`src/design/swms_pkg.sv`:
```
// shared constants, command codes and sequencer states for the
// sliding window mean and deviation block; no dependencies
package swms_pkg;

  localparam int WINDOW_MAX  = 64;
  localparam int SAMPLE_BITS = 16;
  localparam int FRAC_BITS   = 8;
  localparam int IDX_W       = 6;
  localparam int CNT_W       = 7;
  localparam int SUM_W       = 23;
  localparam int OUT_W       = 24;
  localparam int ACC_W       = 55;
  localparam int MEAN_W      = 31;
  localparam int STEP_W      = 6;
  localparam int SQRT_STEPS  = 28;

  typedef enum logic [1:0] {
    CMD_ADD   = 2'd0,
    CMD_TEST  = 2'd1,
    CMD_CLEAR = 2'd2,
    CMD_NOP   = 2'd3
  } cmd_t;

  typedef enum logic [3:0] {
    S_IDLE,
    S_EVICT,
    S_STORE,
    S_MEAN_LOAD,
    S_MEAN_DIV,
    S_WALK_RD,
    S_WALK_SQ,
    S_WALK_ACC,
    S_VAR_LOAD,
    S_VAR_DIV,
    S_SQRT_LOAD,
    S_SQRT,
    S_OUT
  } state_t;

endpackage

```
`src/design/sliding_window_mean_stddev.sv`:
```
// add: an evict state first once the window is full, then a 31-step mean divide, a square
// and an accumulate state per stored sample, a 55-step variance divide and a 28-step
// square root, all on one shared restoring divider and one square root step unit.
// test: mean divide only (none when empty); clear and unused go straight to the result;
// a request is taken the cycle after the result registers, one at a time, later if stalled.
// synchronous reset: empty window, window size 64, last mean and deviation zero; store kept.
module sliding_window_mean_stddev (
  input  logic                       clk,
  input  logic                       rst,
  input  logic                       cfg_we,
  input  logic [swms_pkg::CNT_W-1:0] cfg_data,
  input  logic                       s_tvalid,
  output logic                       s_tready,
  input  logic [15:0]                s_tdata,   // sample[15:0]
  input  logic [1:0]                 s_tuser,   // command[1:0]
  output logic                       m_tvalid,
  input  logic                       m_tready,
  output logic [55:0]                m_tdata    // mean_q8[23:0], dev_q8[47:24], count[54:48]
);
  import swms_pkg::*;

  state_t state, state_next;

  logic [CNT_W-1:0]              wsize, held, remaining;
  logic [IDX_W-1:0]              oldest, addr;
  logic signed [SUM_W-1:0]       sum;
  cmd_t                          cmd;
  logic signed [SAMPLE_BITS-1:0] smp, rd_data;
  logic                          full;
  logic [SAMPLE_BITS-1:0]        mem [WINDOW_MAX];

  logic signed [OUT_W-1:0] last_mean, res_mean;
  logic [OUT_W-1:0]        last_dev, res_dev;

  // shared divider
  logic [ACC_W-1:0]  dq;
  logic [CNT_W-1:0]  drem, ddiv;
  logic              dneg;
  logic [STEP_W-1:0] step, dlast;
  logic [CNT_W:0]    trial;
  logic              ge;
  logic [CNT_W-1:0]  rem_next;

  logic [ACC_W-1:0] acc;
  logic [49:0]      sq;
  logic [ACC_W:0]   sx, sres, sbit, st;

  logic             out_valid;
  logic [55:0]      out_data;

  logic                    accept, cfg_full;
  logic [CNT_W:0]          pos_sum;
  logic [IDX_W-1:0]        pos_nf, addr_inc, pos_inc;
  logic signed [OUT_W-1:0] num, mag;
  logic signed [25:0]      s_scaled, mean_ext, dval;
  logic [25:0]             ad;
  logic [OUT_W-1:0]        qm;
  logic [CNT_W-1:0]        cfg_clamped;

  assign s_tready = (state == S_IDLE);
  assign accept   = s_tvalid && s_tready;
  assign m_tvalid = out_valid;
  assign m_tdata  = out_data;

  assign cfg_full = (held >= wsize);
  assign pos_sum  = {2'b0, oldest} + {1'b0, held};
  assign pos_nf   = (pos_sum >= {1'b0, wsize}) ? IDX_W'(pos_sum - {1'b0, wsize})
                                                : IDX_W'(pos_sum);
  assign addr_inc = (({1'b0, addr} + 1'b1) == wsize) ? '0 : addr + 1'b1;
  assign pos_inc  = addr_inc;

  assign trial    = {drem, dq[ACC_W-1]};
  assign ge       = (trial >= {1'b0, ddiv});
  assign rem_next = ge ? CNT_W'(trial - {1'b0, ddiv}) : CNT_W'(trial);

  assign num = (cmd == CMD_TEST) ? (OUT_W'(sum) + OUT_W'(smp)) : OUT_W'(sum);
  assign mag = num[OUT_W-1] ? -num : num;
  assign qm  = dq[OUT_W-1:0];

  assign s_scaled = {{2{rd_data[15]}}, rd_data, 8'b0};
  assign mean_ext = {{2{last_mean[OUT_W-1]}}, last_mean};
  assign dval     = s_scaled - mean_ext;
  assign ad       = dval[25] ? 26'(-dval) : 26'(dval);
  assign st       = sres + sbit;

  assign cfg_clamped = (cfg_data == '0) ? CNT_W'(1) :
                       (cfg_data > CNT_W'(WINDOW_MAX)) ? CNT_W'(WINDOW_MAX) : cfg_data;

  always_comb begin
    state_next = state;
    case (state)
      S_IDLE: begin
        if (accept) begin
          case (cmd_t'(s_tuser))
            CMD_ADD:  state_next = cfg_full ? S_EVICT : S_STORE;
            CMD_TEST: state_next = (held == '0) ? S_OUT : S_MEAN_LOAD;
            default:  state_next = S_OUT;
          endcase
        end
      end
      S_EVICT:     state_next = S_STORE;
      S_STORE:     state_next = S_MEAN_LOAD;
      S_MEAN_LOAD: state_next = S_MEAN_DIV;
      S_MEAN_DIV: begin
        if (step == dlast) state_next = (cmd == CMD_TEST) ? S_OUT : S_WALK_RD;
      end
      S_WALK_RD:   state_next = S_WALK_SQ;
      S_WALK_SQ:   state_next = S_WALK_ACC;
      S_WALK_ACC:  state_next = (remaining != '0) ? S_WALK_SQ : S_VAR_LOAD;
      S_VAR_LOAD:  state_next = S_VAR_DIV;
      S_VAR_DIV: begin
        if (step == dlast) state_next = S_SQRT_LOAD;
      end
      S_SQRT_LOAD: state_next = S_SQRT;
      S_SQRT: begin
        if (step == STEP_W'(SQRT_STEPS - 1)) state_next = S_OUT;
      end
      S_OUT: begin
        if (!out_valid || m_tready) state_next = S_IDLE;
      end
      default:     state_next = S_IDLE;
    endcase
  end

  always_ff @(posedge clk) begin
    if (state == S_STORE) begin
      mem[addr] <= smp;
    end
    rd_data <= mem[addr];
  end

  always_ff @(posedge clk) begin
    if (rst) begin
      state     <= S_IDLE;
      wsize     <= CNT_W'(WINDOW_MAX);
      held      <= '0;
      oldest    <= '0;
      sum       <= '0;
      last_mean <= '0;
      last_dev  <= '0;
      out_valid <= 1'b0;
    end else begin
      state <= state_next;
      if (out_valid && m_tready && state != S_OUT) begin
        out_valid <= 1'b0;
      end
      if (cfg_we) begin
        wsize  <= cfg_clamped;
        held   <= '0;
        oldest <= '0;
        sum    <= '0;
      end
      case (state)
        S_IDLE: begin
          if (accept) begin
            cmd  <= cmd_t'(s_tuser);
            smp  <= s_tdata;
            full <= cfg_full;
            addr <= cfg_full ? oldest : pos_nf;
            case (cmd_t'(s_tuser))
              CMD_TEST: begin
                res_mean <= {s_tdata, 8'b0};
                res_dev  <= last_dev;
              end
              CMD_CLEAR: begin
                held      <= '0;
                oldest    <= '0;
                sum       <= '0;
                last_mean <= '0;
                last_dev  <= '0;
                res_mean  <= '0;
                res_dev   <= '0;
              end
              default: begin
                res_mean <= last_mean;
                res_dev  <= last_dev;
              end
            endcase
          end
        end
        S_STORE: begin
          if (full) begin
            sum    <= sum - SUM_W'(rd_data) + SUM_W'(smp);
            oldest <= pos_inc;
          end else begin
            sum  <= sum + SUM_W'(smp);
            held <= held + 1'b1;
          end
        end
        S_MEAN_LOAD: begin
          dq    <= {mag[MEAN_W-FRAC_BITS-1:0], {FRAC_BITS{1'b0}}, {(ACC_W-MEAN_W){1'b0}}};
          drem  <= '0;
          ddiv  <= (cmd == CMD_TEST) ? held + 1'b1 : held;
          dneg  <= num[OUT_W-1];
          step  <= '0;
          dlast <= STEP_W'(MEAN_W - 1);
        end
        S_MEAN_DIV, S_VAR_DIV: begin
          dq   <= {dq[ACC_W-2:0], ge};
          drem <= rem_next;
          step <= step + 1'b1;
          if (state == S_MEAN_DIV && step == dlast) begin
            // final quotient bit lands here
            res_mean <= dneg ? -OUT_W'({qm[OUT_W-2:0], ge}) : OUT_W'({qm[OUT_W-2:0], ge});
            res_dev  <= last_dev;
            if (cmd != CMD_TEST) begin
              last_mean <= dneg ? -OUT_W'({qm[OUT_W-2:0], ge})
                                : OUT_W'({qm[OUT_W-2:0], ge});
            end
            addr      <= oldest;
            remaining <= held;
            acc       <= '0;
          end
        end
        S_WALK_SQ: begin
          sq        <= 50'(ad[24:0]) * 50'(ad[24:0]);
          addr      <= addr_inc;
          remaining <= remaining - 1'b1;
        end
        S_WALK_ACC: begin
          acc <= acc + ACC_W'(sq);
        end
        S_VAR_LOAD: begin
          dq    <= acc;
          drem  <= '0;
          ddiv  <= held;
          step  <= '0;
          dlast <= STEP_W'(ACC_W - 1);
        end
        S_SQRT_LOAD: begin
          sx   <= {1'b0, dq};
          sres <= '0;
          sbit <= (ACC_W+1)'(1) << (2 * (SQRT_STEPS - 1));
          step <= '0;
        end
        S_SQRT: begin
          if (sx >= st) begin
            sx   <= sx - st;
            sres <= (sres >> 1) + sbit;
          end else begin
            sres <= sres >> 1;
          end
          sbit <= sbit >> 2;
          step <= step + 1'b1;
          if (step == STEP_W'(SQRT_STEPS - 1)) begin
            res_dev  <= (sx >= st) ? OUT_W'((sres >> 1) + sbit) : OUT_W'(sres >> 1);
            last_dev <= (sx >= st) ? OUT_W'((sres >> 1) + sbit) : OUT_W'(sres >> 1);
          end
        end
        S_OUT: begin
          if (!out_valid || m_tready) begin
            out_valid <= 1'b1;
            out_data  <= {1'b0, held, res_dev, res_mean};
          end
        end
        default: begin
        end
      endcase
    end
  end

endmodule

```
`config.mk`:
```
export PLATFORM = sky130hd
export DESIGN_NAME = sliding_window_mean_stddev
export DESIGN_NICKNAME = d
export VERILOG_FILES = /design/src/design/swms_pkg.sv /design/src/design/sliding_window_mean_stddev.sv
export SDC_FILE = /design/constraint.sdc
export NUM_CORES = 2
export LEC_CHECK = 0
export BUFFER_PORTS_ARGS = -buffer_cell sky130_fd_sc_hd__buf_4
export CAP_MARGIN = 20
export CELL_PAD_IN_SITES_DETAIL_PLACEMENT = 1
export CELL_PAD_IN_SITES_GLOBAL_PLACEMENT = 1
export CORE_MARGIN = 10
export CORE_UTILIZATION = 52
export DETAILED_ROUTE_END_ITERATION = 8
export PLACE_DENSITY_LB_ADDON = 0.1
export SYNTH_ARGS = -nofsm -noshare
export SYNTH_HDL_FRONTEND = slang
export SYNTH_SLANG_ARGS = --single-unit
```
`constraint.sdc`:
```
create_clock -name clk -period 21.5 [get_ports clk]
set_clock_uncertainty 0.2 [all_clocks]
set_input_delay 3.225 -clock clk [delete_from_list [all_inputs] [get_ports clk]]
set_output_delay 3.225 -clock clk [all_outputs]
set_load 0.005 [all_outputs]
```
**Yosys cells after proc, flatten, opt, wreduce, memory -nomap -nowiden**

Memories as Yosys holds them, arrays and structs flattened. A register that Yosys moved wholly into a read port is not among the register bits.
Cells that the tools add are included.

- $lt $le $gt $ge: 5
- Muxes and demuxes: 75
- Multiply operators: 1
- Equal/unequal tests: 29
- Bitwise gates (word level): 1
- Reductions and logical operators: 44
- Add/subtract/negate cells: 20

Operator list:

| operator | number |
|---|---|
| $pmux 56 s2 | 3 |
| $mux 24 | 13 |
| $pmux 24 s2 | 4 |
| $pmux 55 s3 | 1 |
| $mux 23 | 5 |
| $mux 56 | 2 |
| $pmux 55 s2 | 1 |
| $pmux 24 s3 | 1 |
| $mux 7 | 9 |
| $add 55x56->56 | 1 |
| $add 56x56->56 | 1 |
| $ge 56x56->1 | 1 |
| $pmux 7 s2 | 4 |
| $sub 56x56->56 | 1 |
| $add 55x50->55 | 1 |
| $mux 55 | 1 |
| $mux 6 | 9 |
| $pmux 4 s13 | 1 |
| $mul 25x25->50 | 1 |
| $add 23x16->23 | 2 |
| $pmux 23 s2 | 1 |
| $pmux 6 s2 | 3 |
| $mux 4 | 8 |
| $mux 25 | 1 |
| other kinds (48) | 100 |

- Word-level logic and storage cells: 203
- Memories kept: 1
- Bits in writable memories: 1,024
- Register bits: 586
- Input port bits: 30

Memories:

| memory | depth | width | rd ports | clocked after Yosys merged registers in | wr ports | line | text |
|---|---|---|---|---|---|---|---|
| mem | 64 | 16 | 1 | 1 | 1 | sliding_window_mean_stddev.sv:30 | `logic [SAMPLE_BITS-1:0] mem [WINDOW_MAX];` |

**Logic depth before layout (Yosys ltp)**

- Word-level depth: 6
- Gate-level depth with buffers: 43
- Depth with buffers taken out: 39

**Least setup slack after synthesis**

No wires, ideal clock.

- Path type: reg2reg
- From: register last_mean[0]
- To: register sq[46] (data pin)
- Path slack: 10,918 ps
- Cell stages (with the launch flop): 40
- Path buffers: 4
- Setup time: 258 ps
- Arrival time: 10,124 ps
- Data required time: 21,042 ps
- Cells stage by stage: dfxtp_1 -> clkbuf_1 -> inv_1 -> clkbuf_1 -> ha_1 -> buf_4 -> nor4b_4 -> and4_1 -> or3_4 -> a31o_1 -> a21oi_1 -> xnor2_1 -> or4_1 -> nor3_2 -> nor2_1 -> xnor2_4 -> inv_2 -> buf_6 -> [4 not listed] -> inv_1 -> fa_1 -> inv_1 -> fa_1 -> fa_1 -> fa_1 -> inv_1 -> fa_1 -> inv_1 -> ha_1 -> a21o_1 -> or3b_2 -> o31ai_1 -> o31ai_1 -> and4_1 -> o31a_1 -> or2_2 -> xor2_1

- Cells in the longest elaborated chain, start to end: 4

RTL lines:

| what | line | text |
|---|---|---|
| start, declared | sliding_window_mean_stddev.sv:32 | `logic signed [OUT_W-1:0] last_mean, res_mean;` |
| start signal, assigned | sliding_window_mean_stddev.sv:207 | `last_mean <= dneg ? -OUT_W'({qm[OUT_W-2:0], ge})` |
| $sub 24x24->25 (*) | sliding_window_mean_stddev.sv:82 | `assign dval = s_scaled - mean_ext;` |
| $neg 25->25 | sliding_window_mean_stddev.sv:83 | `assign ad = dval[25] ? 26'(-dval) : 26'(dval);` |
| $mux 25 (*) | sliding_window_mean_stddev.sv:83 |  |
| $mul 25x25->50 (*) | sliding_window_mean_stddev.sv:216 | `sq <= 50'(ad[24:0]) * 50'(ad[24:0]);` |
| end signal, assigned | sliding_window_mean_stddev.sv:216 |  |
| end, declared | sliding_window_mean_stddev.sv:45 | `logic [49:0] sq;` |

Every way passes the cells marked *; elsewhere a longest branch is shown, timed or not.
A chain may end at the register's enable or synchronous reset.

**Worst setup path after layout**

- From: register last_mean[0]
- To: register sq[48] (data pin)

The elaborated chain is that of the path after synthesis.

==> Flow_metrics.wiki <==
{| class="wikitable"
! Metric !! Value
|-
| Max stage delay cell, worst path || sky130_fd_sc_hd__nor4b_1
|-
| Total Wirelength || 300000 um
|-
| Post-CTS Repair Setup Buffers || 0
|-
| Number of nets with antenna violations after detailed routing || 0
|-
| Required time reported for the critical path endpoint || 21860 ps
|-
| Area growth syn-to-layout || 10.2%
|-
| Final GP Congestion || 0.912
|-
| Average detailed-routed wire length per instance || 28.8 um
|-
| Tmin final || 12700 ps
|-
| Slew Viols, Final || 0
|-
| Fraction of final layout cells with drive strength greater than 1 || 7.49%
|-
| Largest net degree at the start of global routing || 100
|-
| Die span in y || 441 um
|-
| Syn Area/Cell || 11.7 um^2
|-
| Rows || 154
|-
| Headroom to the max-slew limit || 23.8%
|-
| Leading post-synthesis cells by cell area || sky130_fd_sc_hd__edfxtp_1 48%, sky130_fd_sc_hd__fa_1 11%, sky130_fd_sc_hd__ha_1 6.0%
|-
| Std-Cell Core Area || 176000 um^2
|-
| Via count of the first global-routing pass || 69900
|-
| TritonCTS clock tree || yes
|-
| First-pass GRT wire length || 449000 um
|-
| Timing-limited maximum frequency || 0.0787 GHz
|-
| Worst Max-Slew Pin Slew || 1140 ps
|-
| Placed Instance Area || 95800 um^2
|-
| Post-cts repair resize count || 0
|-
| Final setup violation count || 0
|-
| Outcome || complete, no violations
|-
| CP Launch Type || register
|-
| Min-Delay Path Class || register to register
|-
| 1st-iter DRT viols || 6366
|-
| Data arrival time at the worst-slack endpoint || 13060 ps
|-
| Warning count from the yosys run || 0
|-
| Crit Path Category || register to register
|-
| Minimum setup slack in the final design || 8800 ps
|-
| Critical path's most frequent cell || sky130_fd_sc_hd__fa_1
|-
| Final cell area excluding filler cells || 101000 um^2
|-
| DR pass1 iterations || 6
|-
| Area leader, netlist || sky130_fd_sc_hd__edfxtp_1
|-
| Max-capacitance violation count || 0
|-
| Flip-flop and latch count after synthesis || 1593
|-
| Clock-pin transition on the worst setup and hold timing paths || 60 ps
|-
| Critical path fanouts, max || 23
|-
| Global routing usage summed across all routing layers || 30.5%
|-
| Initial core utilization || 52.3%
|-
| Gr ovfl total || 0
|-
| Nets@finish || 8914
|-
| DRC errors left || 0
|-
| Cell count after synthesis || 7853
|-
| Most used DFF post-synth || sky130_fd_sc_hd__edfxtp_1
|-
| Total half-perimeter wirelength after legalization and detailed placement || 205000 um
|-
| Final standard cell utilization of the core || 57.6%
|-
| Proportion of register bits with asynchronous set or reset after synthesis || 0%
|-
| Longest individual stage delay on the worst path || 700 ps
|-
| Post-route setup TNS || 0 ps
|-
| Final Hold Fails || 0
|-
| Share of the cycle needed by the critical path after routing || 59.1%
|-
| Clock tree root driver cell || sky130_fd_sc_hd__clkbuf_16
|-
| Count of buffers from port buffering || 86
|-
| Number of antenna violations at the first check in global routing || 8
|-
| Die width || 441 um
|-
| Kind of end point of the critical path || register
|-
| Filler Cell Count || 17900
|-
| Mapped Area || 92000 um^2
|-
| Unrepaired setup endpoints after global routing || no
|-
| Longest Clk Path Bufs || 3
|-
| Number of vias per cell after detailed routing || 6.32
|-
| CTS Buf Count || 166
|-
| Die ar. || 194000 um^2
|-
| Clock latency reported for the late side of the worst-skew pair || 850 ps
|-
| Sequential element share of the synthesized area || 50.8%
|-
| CTS H-Tree Depth || 4
|-
| Hold_buf cts || 0
|-
| Number of vias after detailed routing || 65900
|-
| Dpl ws || 8860 ps
|-
| Number of primary I/O pins || 88
|-
| Number of enable flip-flop cells after synthesis || 1481
|-
| Clock sink count || 1593
|-
| Area share of the leading cell type in the synthesized netlist || 48.3%
|-
| Unique cell type count in the Yosys netlist || 98
|}
## sequential cells by signal, summed over array words and instances (netlist names), 23 cells and up
name and count:
sres 56, sq 49, m_tdata 55, sx 56
res_dev 24, dq 55, acc 55, mem 1024
res_mean 24, last_dev 24, sum 23, last_mean 24
sbit 28
## synthesized netlist by cell type (all sizes together), types with 197 or more instances
| master | n |
|---|---|
| a21oi | 344 |
| a22oi | 382 |
| clkbuf | 293 |
| edfxtp | 1481 |
| fa | 493 |
| ha | 445 |
| inv | 776 |
| nand2 | 538 |
| nor2 | 609 |
| o21ai | 338 |
| xnor2 | 212 |
| xor2 | 197 |
## path summary, 6_finish.rpt
check | startpoint | endpoint | slack [ps] | cells after the start
min | res_dev[20] | m_tdata[44] | 220 | 0
max reg2reg | last_mean[0] | sq[48] | 8800 | 34
max | last_mean[0] | sq[48] | 8800 | 34
min reg2reg | res_dev[20] | m_tdata[44] | 220 | 0
## logic make-up after synthesis
kind of cell    Yosys count  share of synthesized area, %
compound gates         1969                          14.5
xor+xnor                409                          3.94
fa+ha+maj               938                          16.8
buf+inv                1129                          4.66
flops                  1593                          50.8
mux                      38                         0.421
other cells               2                       0.00816
simple gates           1775                          8.90
## cell usage in the layout, fill, tap and decap left out, drive strengths merged, types with 16 or more instances in the layout
cell type and n:
a211oi 47, a21o 155, a21oi 344, a221oi 116, a22o 123, a22oi 382
a31oi 172, and2 65, and3 42, buf 259, bufinv 17, clkbuf 208
clkinv 70, conb 19, dfxtp 112, edfxtp 1481, fa 493, ha 445
inv 780, mux2i 35, nand2 538, nand2b 58, nand3 100, nand4 102
nor2 609, nor2b 48, nor3 73, nor4 21, o21a 35, o21ai 338
o21bai 45, o22ai 16, o31ai 33, or2 22, or3 30, or4 18
xnor2 212, xor2 197
## layer usage
| metal | vias to the layer above | part of all wire [%] | global-route usage (%) |
|---|---|---|---|
| met5 | - | 0.0043 | 0 |
| met4 | 2 | 4.5 | 12.3 |
| met3 | 528 | 7.3 | 4.84 |
| met2 | 2648 | 49 | 51.8 |
| met1 | 34000 | 39 | 39.1 |
| li1 | 28700 | - | - |
## per-stage QoR
stage	hold slack, ps	cells
5_1_grt	227	10400
3_5_place_dp	205	10100
6_report	218	10400
3_3_place_gp	200	10100
2_1_floorplan	200	7870
4_1_cts	220	10400
## area by class of cell
type | count | area, um^2 | share of cell area, %
Sequential cell | 1593 | 46700 | 46.0
Multi-Input combinational cell | 5148 | 41300 | 40.7
Clock buffer | 208 | 4400 | 4.34
Tap cell | 2340 | 2930 | 2.89
Inverter | 778 | 2930 | 2.88
Timing Repair Buffer | 259 | 2040 | 2.01
Clock inverter | 93 | 1170 | 1.15
Antenna cell | 5 | 12.5 | 0.0123
## critical path, delay by kind of cell (launching register included)
family | cells | cell delay, ps
AND/OR/NAND/NOR | 11 | 3820
flip-flops | 1 | 490
XOR/XNOR | 2 | 650
adder cells (fa/ha/maj) | 9 | 4330
buffers and inverters | 7 | 1350
AO/OA/AOI/OAI | 5 | 1590
Power is left out: the tool's default activity adds up to more than one toggle a clock period on the data nets, which glitch-free logic cannot reach.
